$ cat src/sv/sbcl_pkg.sv
package sbcl_pkg;

	// default counter width for holdoff and idle counters
	localparam int SBCL_COUNT_BITS = 8;

	// configuration register indexes
	localparam logic [2:0] REG_CODE_FIRST    = 3'd0;
	localparam logic [2:0] REG_CODE_SECOND   = 3'd1;
	localparam logic [2:0] REG_CODE_THIRD    = 3'd2;
	localparam logic [2:0] REG_BATTERY_LIMIT = 3'd3;
	localparam logic [2:0] REG_COMMIT_TICKS  = 3'd4;
	localparam logic [2:0] REG_HOLDOFF_TICKS = 3'd5;

	localparam int CFG_DATA_BITS = 10;

	// register reset values
	localparam logic [3:0] CODE_DIGIT_RST    = 4'd1;
	localparam logic [9:0] BATTERY_LIMIT_RST = 10'd500;
	localparam logic [7:0] COMMIT_TICKS_RST  = 8'd10;
	localparam logic [7:0] HOLDOFF_TICKS_RST = 8'd2;

	// digit and position codes
	localparam logic [3:0] DIGIT_MAX = 4'd9;
	localparam logic [1:0] POS_FIRST  = 2'd1;
	localparam logic [1:0] POS_SECOND = 2'd2;
	localparam logic [1:0] POS_THIRD  = 2'd3;

	typedef struct packed {
		logic       button_edge;
		logic [9:0] battery_sample;
	} in_t;

	typedef struct packed {
		logic       locked;
		logic       battery_low;
		logic       code_accepted;
		logic [1:0] digit_position;
		logic [3:0] entered_value;
		logic       value_pending;
	} out_t;

endpackage

$ cat src/sv/single_button_code_lock.sv
// Single-button code lock. One input word is one scheduler tick (button edge flag
// and battery sample); every accepted word yields exactly one result word with
// the lock, battery and digit-entry status after that tick. The tick update is a
// single pass of small counters and compares between the state registers and the
// output register, so a word can be accepted every cycle while in_stall is low,
// and its result is registered. A two-word output buffer (output register plus
// skid stage) keeps input acceptance going for one more word while the output
// is stalled; in_stall rises only once both are full. Configuration writes take
// effect on the next tick and should be made while no word is in flight.
module single_button_code_lock import sbcl_pkg::*; #(
	parameter int COUNT_BITS = SBCL_COUNT_BITS
) (
	input  logic                     clk,
	input  logic                     arst_n,
	input  logic                     in_valid,
	output logic                     in_stall,
	input  in_t                      in_data,
	output logic                     out_valid,
	input  logic                     out_stall,
	output out_t                     out_data,
	input  logic                     cfg_we,
	input  logic [2:0]               cfg_index,
	input  logic [CFG_DATA_BITS-1:0] cfg_data
);

	logic step;
	logic full;
	out_t res;

	assign in_stall = full;
	assign step     = in_valid && !full;

	// tick logic and lock state
	sbcl_core #(
		.COUNT_BITS (COUNT_BITS)
	) u_core (
		.clk       (clk),
		.arst_n    (arst_n),
		.cfg_we    (cfg_we),
		.cfg_index (cfg_index),
		.cfg_data  (cfg_data),
		.step      (step),
		.in_data   (in_data),
		.res       (res)
	);

	// result buffering
	sbcl_obuf u_obuf (
		.clk       (clk),
		.arst_n    (arst_n),
		.push      (step),
		.push_data (res),
		.full      (full),
		.out_valid (out_valid),
		.out_stall (out_stall),
		.out_data  (out_data)
	);

endmodule

$ cat src/sv/sbcl_core.sv
module sbcl_core import sbcl_pkg::*; #(
	parameter int COUNT_BITS = SBCL_COUNT_BITS
) (
	input  logic                     clk,
	input  logic                     arst_n,
	input  logic                     cfg_we,
	input  logic [2:0]               cfg_index,
	input  logic [CFG_DATA_BITS-1:0] cfg_data,
	input  logic                     step,
	input  in_t                      in_data,
	output out_t                     res
);

	localparam int WIDE_BITS = (COUNT_BITS > 8) ? COUNT_BITS : 8;
	localparam logic [COUNT_BITS-1:0] COUNT_MAX = '1;
	localparam int HOLD_RST_INT = (int'(HOLDOFF_TICKS_RST) > (2**COUNT_BITS - 1)) ?
		(2**COUNT_BITS - 1) : int'(HOLDOFF_TICKS_RST);
	localparam logic [COUNT_BITS-1:0] HOLD_RST = COUNT_BITS'(HOLD_RST_INT);

	// configuration registers
	logic [3:0] code_first_q, code_second_q, code_third_q;
	logic [9:0] battery_limit_q;
	logic [7:0] commit_ticks_q, holdoff_ticks_q;

	// lock state
	logic                  low_q, lock_q, accept_q, pend_q, valid_q;
	logic [COUNT_BITS-1:0] hold_q, idle_q;
	logic [1:0]            pos_q;
	logic [3:0]            digit_q;

	logic                  low_d, lock_d, accept_d, pend_d, valid_d;
	logic [COUNT_BITS-1:0] hold_d, idle_d, idle_inc;
	logic [1:0]            pos_d;
	logic [3:0]            digit_d;
	logic [COUNT_BITS-1:0] hold_lim, commit_lim;
	logic [WIDE_BITS-1:0]  hold_w, commit_w, max_w;
	logic                  press_in, want_ok, accept_mid;
	logic [3:0]            want;

	// register writes
	always_ff @(posedge clk or negedge arst_n) begin
		if (!arst_n) begin
			code_first_q    <= CODE_DIGIT_RST;
			code_second_q   <= CODE_DIGIT_RST;
			code_third_q    <= CODE_DIGIT_RST;
			battery_limit_q <= BATTERY_LIMIT_RST;
			commit_ticks_q  <= COMMIT_TICKS_RST;
			holdoff_ticks_q <= HOLDOFF_TICKS_RST;
		end else if (cfg_we) begin
			unique case (cfg_index)
				REG_CODE_FIRST:    code_first_q    <= cfg_data[3:0];
				REG_CODE_SECOND:   code_second_q   <= cfg_data[3:0];
				REG_CODE_THIRD:    code_third_q    <= cfg_data[3:0];
				REG_BATTERY_LIMIT: battery_limit_q <= cfg_data[9:0];
				REG_COMMIT_TICKS:  commit_ticks_q  <= cfg_data[7:0];
				REG_HOLDOFF_TICKS: holdoff_ticks_q <= cfg_data[7:0];
				default: ;
			endcase
		end
	end

	// tick limits clipped to the counter range
	always_comb begin
		max_w      = WIDE_BITS'(COUNT_MAX);
		hold_w     = WIDE_BITS'(holdoff_ticks_q);
		commit_w   = WIDE_BITS'(commit_ticks_q);
		hold_lim   = (hold_w > max_w) ? COUNT_MAX : hold_w[COUNT_BITS-1:0];
		commit_lim = (commit_w > max_w) ? COUNT_MAX : commit_w[COUNT_BITS-1:0];
	end

	// expected digit for the current position
	always_comb begin
		want_ok = 1'b1;
		unique case (pos_q)
			POS_FIRST:  want = code_first_q;
			POS_SECOND: want = code_second_q;
			POS_THIRD:  want = code_third_q;
			default: begin
				want    = '0;
				want_ok = 1'b0;
			end
		endcase
	end

	// next state for one tick
	always_comb begin
		// debounce: any edge reloads the holdoff counter
		press_in = pend_q | (in_data.button_edge & (hold_q == '0));
		if (in_data.button_edge) begin
			hold_d = hold_lim;
		end else if (hold_q != '0) begin
			hold_d = hold_q - COUNT_BITS'(1);
		end else begin
			hold_d = hold_q;
		end

		pend_d     = press_in;
		digit_d    = digit_q;
		valid_d    = valid_q;
		idle_d     = idle_q;
		pos_d      = pos_q;
		accept_mid = accept_q;
		idle_inc   = (idle_q == COUNT_MAX) ? idle_q : idle_q + COUNT_BITS'(1);

		// digit entry and commit
		if (press_in && !accept_q) begin
			pend_d = 1'b0;
			if (!valid_q || digit_q == '0) begin
				digit_d = 4'd1;
			end else if (digit_q < DIGIT_MAX) begin
				digit_d = digit_q + 4'd1;
			end else begin
				digit_d = '0;
			end
			valid_d = 1'b1;
			idle_d  = '0;
		end else if (valid_q) begin
			idle_d = idle_inc;
			if (idle_inc >= commit_lim) begin
				if (want_ok && digit_q == want) begin
					if (pos_q == POS_THIRD) begin
						pos_d      = POS_FIRST;
						accept_mid = !low_q || !lock_q;
					end else begin
						pos_d = pos_q + 2'd1;
					end
				end else begin
					pos_d = POS_FIRST;
				end
				valid_d = 1'b0;
				digit_d = '0;
				pend_d  = 1'b0;
				idle_d  = '0;
			end
		end

		// battery compare
		low_d = (in_data.battery_sample <= battery_limit_q);

		// lock toggle on an accepted code
		lock_d   = lock_q;
		accept_d = accept_mid;
		if (lock_q) begin
			if (accept_mid && !low_d) begin
				lock_d   = 1'b0;
				accept_d = 1'b0;
			end
		end else if (accept_mid) begin
			lock_d   = 1'b1;
			accept_d = 1'b0;
		end
	end

	// state registers, updated once per accepted word
	always_ff @(posedge clk or negedge arst_n) begin
		if (!arst_n) begin
			low_q    <= 1'b1;
			lock_q   <= 1'b1;
			accept_q <= 1'b0;
			pend_q   <= 1'b0;
			hold_q   <= HOLD_RST;
			idle_q   <= '0;
			pos_q    <= POS_FIRST;
			digit_q  <= '0;
			valid_q  <= 1'b0;
		end else if (step) begin
			low_q    <= low_d;
			lock_q   <= lock_d;
			accept_q <= accept_d;
			pend_q   <= pend_d;
			hold_q   <= hold_d;
			idle_q   <= idle_d;
			pos_q    <= pos_d;
			digit_q  <= digit_d;
			valid_q  <= valid_d;
		end
	end

	// result word is the state after the tick
	always_comb begin
		res.locked         = lock_d;
		res.battery_low    = low_d;
		res.code_accepted  = accept_d;
		res.digit_position = pos_d;
		res.entered_value  = digit_d;
		res.value_pending  = valid_d;
	end

endmodule

$ cat src/sv/sbcl_obuf.sv
module sbcl_obuf import sbcl_pkg::*; (
	input  logic clk,
	input  logic arst_n,
	input  logic push,
	input  out_t push_data,
	output logic full,
	output logic out_valid,
	input  logic out_stall,
	output out_t out_data
);

	logic out_vld_q, skid_vld_q;
	out_t out_q, skid_q;
	logic take;

	assign take      = out_vld_q && !out_stall;
	assign full      = skid_vld_q;
	assign out_valid = out_vld_q;
	assign out_data  = out_q;

	// occupancy of output register and skid stage
	always_ff @(posedge clk or negedge arst_n) begin
		if (!arst_n) begin
			out_vld_q  <= 1'b0;
			skid_vld_q <= 1'b0;
		end else if (push) begin
			out_vld_q <= 1'b1;
			if (out_vld_q && !take) begin
				skid_vld_q <= 1'b1;
			end
		end else if (take) begin
			if (skid_vld_q) begin
				skid_vld_q <= 1'b0;
			end else begin
				out_vld_q <= 1'b0;
			end
		end
	end

	// payload moves
	always_ff @(posedge clk) begin
		if (push) begin
			if (!out_vld_q || take) begin
				out_q <= push_data;
			end else begin
				skid_q <= push_data;
			end
		end else if (take && skid_vld_q) begin
			out_q <= skid_q;
		end
	end

endmodule

$ cat config.mk
export PLATFORM = sky130hd
export DESIGN_NAME = single_button_code_lock
export DESIGN_NICKNAME = d
export VERILOG_FILES = /design/src/sv/sbcl_pkg.sv /design/src/sv/single_button_code_lock.sv /design/src/sv/sbcl_core.sv /design/src/sv/sbcl_obuf.sv
export SDC_FILE = /design/constraint.sdc
export NUM_CORES = 1
export LEC_CHECK = 0
export ABC_AREA = 1
export BUFFER_PORTS_ARGS = -buffer_cell sky130_fd_sc_hd__buf_2
export CAP_MARGIN = 20
export CORE_UTILIZATION = 47
export DETAILED_ROUTE_END_ITERATION = 10
export GPL_ROUTABILITY_DRIVEN = 0
export PLACE_DENSITY = 0.67
export SLEW_MARGIN = 10
export SYNTH_ARGS = -nofsm -noshare
export SYNTH_HDL_FRONTEND = slang
export SYNTH_SLANG_ARGS = --single-unit
export TNS_END_PERCENT = 1
$ cat constraint.sdc
create_clock -name clk -period 3.9 [get_ports clk]
set_clock_uncertainty 0.2 [all_clocks]
set_input_delay 0.39 -clock clk [delete_from_list [all_inputs] [get_ports clk]]
set_output_delay 0.39 -clock clk [all_outputs]
set_load 0.1 [all_outputs]
==> flow_results.org, run 1 <==
** Run status
- The flow ran to the end, and the final reports show no timing, DRC or antenna violations.

** Worst setup path
- Critical Path Source :: u_core.idle_q[0]$_DFFE_PN0P_
- By instance count, the cell type seen most on the critical path is nand3_1.
- The critical path is of the flop to flop type.
- Master of the slowest instance on the critical path :: dfrtp_1
- The critical path contains buffers and inverters numbering 2 combined.
- CP startpoint kind :: flop
- STA puts the critical path data required time at 3.82 ns.
- Reg2reg start :: u_core.idle_q[0]$_DFFE_PN0P_
- Worst path cell trace :: ha_1 > nand3_1 > nor2_2 > nand3_1 > nor2_2 > nor3_2 > nand2_1 > xor2_1 > inv_1 > ha_1 > a21oi_1 > nor2_1 > nor2_1 > nand3_1 > nand2_2 > inv_1 > nand3_1 > nand2_1 > nor2_1 > nand3_1 > nand3_1 > nand2_1
- Capturing element type of the critical path :: flop
- CP arrival :: 3.44 ns
- Gate family responsible for the most delay along the worst path :: simple AND/OR/NAND/NOR gates
- Maximum fanout along the worst path :: 6
- Peak per-stage delay on the critical path :: 0.38 ns

** Timing
- Setup violations remaining at the end of the flow were counted as 0.
- Least-Margin Pin Slew :: around 0.65 ns
- The final number of max-transition violations is 0.
- Worst slew margin relative to its limit :: 56.8%
- Final-layout setup total negative slack :: 0 ns
- Final hold violation count :: 0
- Timing would allow up to 284 MHz.
- Once routing completed, OpenROAD measured the worst setup slack at between 0.3 and 0.4 ns.
- Share of the clock period used by the worst path after layout :: roughly nine tenths
- The worst path needs approximately 3.5 ns of the cycle, external delays included.

** Power
- In this run, flip-flops and latches consume 55.6% of the power.
- Int Pwr :: 1370 uW
- Net switching fraction of the power :: 28.9%
- The design draws roughly 1900 uW.
- Power Density :: around 380 nW/um^2
- Net Sw Power :: 556 uW
- Per report_power, the combinational group accounts for 14.0% of the total.
- Peak supply drop :: 260 uV
- The share of total power dissipated in the clock network is 30.3%.
- Leakage power of the design :: 0.00247 uW

** CTS
- The H-tree was split into 3 levels.
- The root buffer cell chosen for the clock tree is clkbuf_8.
- Clock latency of the later-clocked register in the worst-skew pair :: 0.35 ns
- TritonCTS clock tree :: built
- Num CTS Buffers :: 9
- Clock-pin slew was measured on the worst setup and hold paths at about 0.10 ns.
- The clock drives 87 sinks.
- Longest Clk Path Bufs :: 2

** Floorplanning
- The die is 99.6 um tall.
- Floorplan core area :: a little over 9000 um^2
- I/O pins :: between 40 and 50
- Initial standard-cell utilization of the core :: slightly below 50%
- Chip width :: 99.6 um
- FP Rows :: 35
- The floorplan step defined a die boundary enclosing 9930 um^2.

** Place
- In this run the cell area measured after placement is 4820 um^2.
- The count of buffers added on input and output ports is 40.
- The HPWL after detailed placement is approximately 7000 um.
- At the placement stage, the worst setup path has a slack of 0.306 ns.

** Routing
- In this run the remaining antenna-violating nets after routing total 0.
- The first detailed-routing pass took 4 iterations.
- Wirelength, routed :: 9340 um
- Using the TritonRoute via totals, the vias-per-cell ratio works out to 5.13.
- For this block, the initial DRC count from the detailed router was 99.
- DRC violation count after routing :: 0
- The detailed router placed 3591 vias in this run.
- In the final routed layout, each cell accounts on average for ~13 um.

** GRT
- In the global route stage, overall resource usage came out at 20.2%.
- Initial antenna violation count :: 0
- Entering global routing, the biggest net connects 35 pins.
- The number of global-route vias before repair was about 3500.
- Remaining Overflow, GRT :: 0
- Global-route wire length before repair :: around 16000 um

** Synthesis
- Per-instance average area after synthesis :: slightly below 9 um^2
- In this run the cell area of the synthesized design comes to 4480 um^2.
- Net count of the mapped netlist :: 573
- In this run, synthesis produced a sequential element count of 87.
- Of the synthesized area, sequential elements account for 51.3%.
- Number of instances in the synthesized netlist :: slightly above 500
- During synthesis, Yosys emitted a total of 0 warnings.
- The synthesized netlist contains 39 unique library cells.

** Cells and area
- From synthesis to final layout, the design area changed by 12.6%.
- Commonest cells after routing, fill and taps aside :: nand2_1, inv_1, o21ai_0
- The finished cells cover 5040 um^2.
- Once layout is complete, the utilization of the core stands at 54.6%.
- The net count of the finished layout is ~620.
- Antenna cells :: 0
- Layout cells sized above 1 :: between 10% and 20%
- Most frequent standard cell in the layout excluding fill and tap cells :: nand2_1

** Worst hold path
- In this run the most critical hold path is launched from cfg_data[8].
- Kind of path behind the tightest hold check :: input port to flop

** Flow run
- The tool flagged a number of max-cap violations equal to 0.
[per-stage QoR]
stage | hold slack (ns) | std cells
final | 0.0769 | 700
after floorplan | -0.106 | 518
after detailed placement | 0.141 | 681
after CTS | 0.0685 | 698
after global routing | 0.0774 | 700
after global placement | 0.132 | 681
[registers in the layout, indices dropped and copies added, names as in the netlist]
register / count
u_core.accept_q: 1
u_core.battery_limit_q: 10
u_core.code_first_q: 4
u_core.code_second_q: 4
u_core.code_third_q: 4
u_core.commit_ticks_q: 8
u_core.digit_q: 4
u_core.hold_q: 8
u_core.hold_w: 8
u_core.idle_q: 8
u_core.lock_q: 1
u_core.low_q: 1
u_core.pend_q: 1
u_core.pos_q: 2
u_core.valid_q: 1
u_obuf.full: 1
u_obuf.out_data: 10
u_obuf.out_valid: 1
u_obuf.skid_q: 10
[worst reg2reg max path, stage by stage (launching register included)]
cell and delay (ns):
dfrtp_1 0.38, ha_1 0.19, nand3_1 0.12, nor2_2 0.15, nand3_1 0.13, nor2_2 0.20, nor3_2 0.07, nand2_1 0.07
xor2_1 0.19, inv_1 0.06, ha_1 0.29, a21oi_1 0.17, nor2_1 0.05, nor2_1 0.09, nand3_1 0.16, nand2_2 0.13
inv_1 0.11, nand3_1 0.10, nand2_1 0.05, nor2_1 0.12, nand3_1 0.10, nand3_1 0.10, nand2_1 0.05
[area by class of cell]
class | count | area, um^2
Clock buffer | 9 | 124
Clock inverter | 7 | 56.3
Fill cell | 839 | 4200
Inverter | 72 | 272
Multi-Input combinational cell | 349 | 1880
Sequential cell | 87 | 2300
Tap cell | 129 | 161
Timing Repair Buffer | 47 | 255
[per-layer routing]
layer	global-route usage (%)	vias to the layer above	routed length [um]
li1	-	1816	-
met2	32.9	93	4260
met5	0	-	0
met4	7.47	0	141
met1	27.4	1667	4540
met3	3.23	15	398
[final timing paths]
check,endpoint,slack (ns),cells after the start
worst min-delay path,u_core.battery_limit_q[8]$_DFFE_PN1P_,0.08,3
min in group asynchronous,u_core.hold_w[2]$_DFFE_PN0P_,0.30,2
worst min register to register,u_core.low_q$_DFFE_PN1P_,0.28,2
worst max register to register,u_obuf.out_data[9]$_DFFE_PP_,0.38,22
worst max-delay path,u_obuf.out_data[9]$_DFFE_PP_,0.38,22
max in group asynchronous,u_core.code_second_q[0]$_DFFE_PN1P_,2.40,3
[cell usage after synthesis, drive strengths merged]
cell type	count	area share, %
clkbuf	9	0.78
and3	1	0.14
nor3	3	0.34
xor2	3	0.59
a211oi	2	0.34
edfxtp	20	13
or2	2	0.34
and2	1	0.14
a21oi	19	2.4
o22ai	3	0.42
dfrtp	51	28
ha	26	7.3
xnor2	1	0.20
nor2	24	2.1
dfstp	16	9.4
o211ai	4	0.67
o21ai	73	8.3
nand2	133	11
inv	71	5.9
clkinv	1	0.11
a22oi	1	0.17
nand4	7	0.98
a21o	2	0.34
o31ai	3	0.61
nand3	36	4.0
buf	1	0.25
a31oi	3	0.42
o21bai	1	0.17
o221ai	1	0.20
[timing repair]
item | CTS | global route
setup buffers | 0 | 2
hold buffers | 1 | 0
gates resized for setup | 0 | 4
endpoints found under the setup margin | 0 | 15
endpoints found under the hold margin | 10 | 0
[kinds of logic (layout without fill, tap and decap cells)]
kind of cell	Yosys count	count (layout)	share of synthesized area [%]
xor gates and xnor gates	4	4	0.782
DFF	87	87	51.3
AOI/OAI and AO/OA	112	112	14.0
and+or+nand+nor	207	207	19.6
adders and majority gates	26	26	7.26
buffers and inverters	82	135	7.09
[power by group through the flow]
stage | Clock, uW | Combinational, uW | Sequential, uW
after floorplan | 0 | 189 | 1070
after global placement | 0 | 258 | 1080
after detailed placement | 0 | 270 | 1090
after CTS | 592 | 273 | 1070
after global routing | 636 | 318 | 1080
final | 583 | 270 | 1070
(Power assumes the default switching activity.)
==> inputs of run 2 (changes only) <==
--- a/config.mk
+++ b/config.mk
@@ -15,5 +15,6 @@
 export SLEW_MARGIN = 10
 export SYNTH_ARGS = -nofsm -noshare
 export SYNTH_HDL_FRONTEND = slang
+export SYNTH_HIERARCHICAL = 1
 export SYNTH_SLANG_ARGS = --single-unit
 export TNS_END_PERCENT = 1
==> flow_results.org, run 2 <==
** CTS
- TritonCTS clock tree :: built
- Clock tree synthesis inserted a total of 9 buffers.
- The tree built by TritonCTS fans out to 87 sinks.
- Clock latency of the later-clocked register in the worst-skew pair :: approximately 0.36 ns
- Register clock-pin slew on the reported worst setup and hold paths :: 0.08 ns
- Clock root buffer master :: clkbuf_8
- Longest Clk Path Bufs :: 2
- Number of H-tree levels :: 3

** Routing
- DR vias :: 3556
- Routed signal wires occupy layers up through met4.
- For this block, wires on met1 add up to 4400 um.
- Dividing the detail-routed wire length by the instance count gives approximately 13 um.
- Initial DRT Pass Iterations :: 4
- Wire segments on met2 add up to 4230 um in the final route.
- Using the TritonRoute via totals, the vias-per-cell ratio works out to 4.97.
- DRC violation count after routing :: 0
- Remaining antenna violation count after routing :: 0
- The detailed router finished its first iteration with 98 violations.
- Summed over all nets, wire length on met3 after detailed routing comes to 251 um.
- Wirelength, routed :: approximately 9000 um

** Synthesis
- #FFs+latches synth :: 87
- After synthesis, the share of flip-flops with an asynchronous set or reset is 77.0%.
- By area the synthesized netlist is led by dfrtp_1, edfxtp_1, nand2_1.
- Of the post-synthesis cell area, the dominant cell type holds 27.5%.
- Top flip-flop cell by instance count after synthesis :: dfrtp_1
- nand2_1 is the most common cell in the netlist.
- Yosys warnings :: 6
- Number of instances in the synthesized netlist :: 542
- Sequential-to-total area share from yosys stat :: approximately 50%
- Counting every net in the synthesized netlist gives 597.
- Post-synthesis cell type count :: 43
- Library cell with the largest summed area after synthesis :: dfrtp_1
- The synthesized design contains 20 enable-type register cells.
- Averaged over all synthesized cells, the footprint is 8.55 um^2.
- In the synthesized netlist, the cells that appear most often are nand2_1, inv_1, o21ai_0, dfrtp_1, nand3_1.
- The mapped netlist covers 4630 um^2.

** Cells and area
- The final layout contains 637 nets.
- Antenna cells :: 0
- Signed area change from the synthesized netlist to the final layout :: 11.7%
- Layout Cell Area excl Fill :: slightly above 5000 um^2
- Most frequent standard cell in the layout excluding fill and tap cells :: nand2_1
- Commonest cells after routing, fill and taps aside :: nand2_1, inv_1, o21ai_0
- Of the cells placed in the final design, the portion with a size suffix greater than 1 is 16.2%.

** Floorplanning
- I/O pins :: 41
- The floorplan step set the die height to 101 um.
- The die is a little over 100 um wide.
- FP Rows :: 35
- Area enclosed by the die boundary :: 10300 um^2
- Initial standard-cell utilization of the core :: 49.2%
- Floorplan core area :: 9420 um^2

** Worst setup path
- CP startpoint kind :: flop
- In this run the worst path has a maximum fanout of 7.
- CP arrival :: between 3 and 4 ns
- Capturing element type of the critical path :: flop
- The critical path is of the flop to flop type.
- At the worst endpoint, the required time is 3.82 ns.

** Timing
- Setup total negative slack on the finished layout was measured at 0 ns.
- Setup violations remaining at the end of the flow were counted as 0.
- The final number of max-transition violations was 0.
- At the pin with the least slew margin, the transition time is around 0.62 ns.
- Measured against its own limit, the worst slew margin works out to 58.7%.
- The worst path in the final design needs a cycle of 3.50 ns, including I/O delays and setup.
- Final hold violation count :: 0
- Highest clock rate :: 286 MHz
- Share of the clock period used by the worst path after layout :: 89.7%
- Unrepaired setup endpoints after global routing :: false

** GRT
- The number of antenna violations at the first check in global routing came to 0.
- The number of global-route vias before repair is 3392.
- Largest net degree at the start of global routing :: 29
- After global routing the overflow that remains totals 0.
- Global routing used about a fifth of the available tracks across all layers.
- Global-route wire length before repair :: 15300 um

** Place
- Detailed placement ended at an HPWL of 6700 um.
- Buffers placed on the I/O ports in this run total 40.
- Area after detailed placement :: 4930 um^2

** Run status
- The flow ran to the end, and the final reports show no timing, DRC or antenna violations.

** Power
- Power Density :: 667 nW/um^2
- Leakage power of the design :: 0.00253 uW
- VDD sags by at most 334 uV.

** Flow run
- The tool flagged a number of max-cap violations equal to 0.

** Worst hold path
- Kind of path behind the tightest hold check :: input port to flop
## run 2: changes by cell type after synthesis, moves of 3 or more
| cell | delta |
|---|---|
| o22ai_1 | +3 |
| a21oi_1 | +3 |
| nand2_1 | +23 |
| inv_1 | +6 |
| nand3_1 | -7 |
| buf_4 | +5 |
| o21ai_0 | -9 |
## run 2: logic make-up (layout without fill, tap and decap cells)
group | count (synthesis) | count (layout) | synth area share, %
buffers and inverters | 92 | 137 | 8.23
AND/OR/NAND/NOR | 229 | 229 | 21.2
AO/OA/AOI/OAI | 103 | 103 | 13.0
XOR/XNOR | 5 | 5 | 0.945
adder cells (fa/ha/maj) | 26 | 26 | 7.02
flip-flops | 87 | 87 | 49.6
## run 2: cell type report
type / instances / area [um^2]
clock inverter: 3 / 45.0
timing repair buffer: 44 / 233
clock buffer: 13 / 180
inverter: 77 / 289
multi-input combinational: 363 / 1970
sequential: 87 / 2300
tap: 129 / 161
fill: 839 / 4240
## run 2: routing by layer
layer,vias up,track usage (%)
met2,58,32.4
met4,0,7.25
li1,1850,-
met5,-,0
met1,1637,24.9
met3,11,3.66
## run 2: path summary, 6_finish.rpt
path / start / end / slack [ns] / cells past startpoint
worst max-delay path: u_core/idle_q[0]$_DFFE_PN0P_ / u_obuf/out_data[9]$_DFFE_PP_ / 0.40 / 21
worst min-delay path: cfg_data[8] / u_core/battery_limit_q[8]$_DFFE_PN1P_ / 0.06 / 3
worst max register to register: u_core/idle_q[0]$_DFFE_PN0P_ / u_obuf/out_data[9]$_DFFE_PP_ / 0.40 / 21
worst min register to register: u_core/low_q$_DFFE_PN1P_ / u_core/low_q$_DFFE_PN1P_ / 0.28 / 2
max in group asynchronous: arst_n / u_core/commit_ticks_q[1]$_DFFE_PN1P_ / 2.40 / 3
min in group asynchronous: arst_n / u_core/battery_limit_q[1]$_DFFE_PN0P_ / 0.33 / 2
## run 2: worst max-delay path: stages, from the launching register on
cell	delay (ns)
dfrtp_1	0.36
ha_1	0.19
inv_1	0.08
nor4_4	0.31
nand3_2	0.19
nand3_1	0.13
xor2_1	0.20
inv_1	0.07
ha_1	0.29
a21oi_1	0.14
nor2_1	0.05
nor2_1	0.08
nand3_1	0.13
nand2_2	0.15
inv_1	0.09
nand3_1	0.07
nand2_1	0.07
nor2_1	0.13
nand3_1	0.09
and2_1	0.15
nand2_1	0.06
nand2_1	0.05
## run 2: timing repair
action	CTS	global route
endpoints found under the setup margin	0	4
resized for setup	0	3
setup buffers	0	0
hold buffers	1	0
endpoints found under the hold margin	15	0
## run 2: metrics by stage
stage / util, % / total power [uW] / hold WS [ns] / worst slack, ns / instances
after floorplan: - / 2500 / -0.106 / 0.529 / 542
after global placement: 52.3 / 2730 / 0.192 / 0.413 / 699
after detailed placement: 52.3 / 2770 / 0.213 / 0.269 / 699
after CTS: 54.8 / 3470 / 0.0536 / 0.249 / 716
after global routing: 55.0 / 3710 / 0.0897 / 0.0315 / 716
final: 55.0 / 3460 / 0.0609 / 0.402 / 716
## run 2: power by group
group          leakage (uW)  total [uW]  internal [uW]  switching (uW)
clock network      0.000116         690            373             317
logic               0.00140        1380            376            1000
registers           0.00101        1390           1230             156
total               0.00253        3460           1980            1470
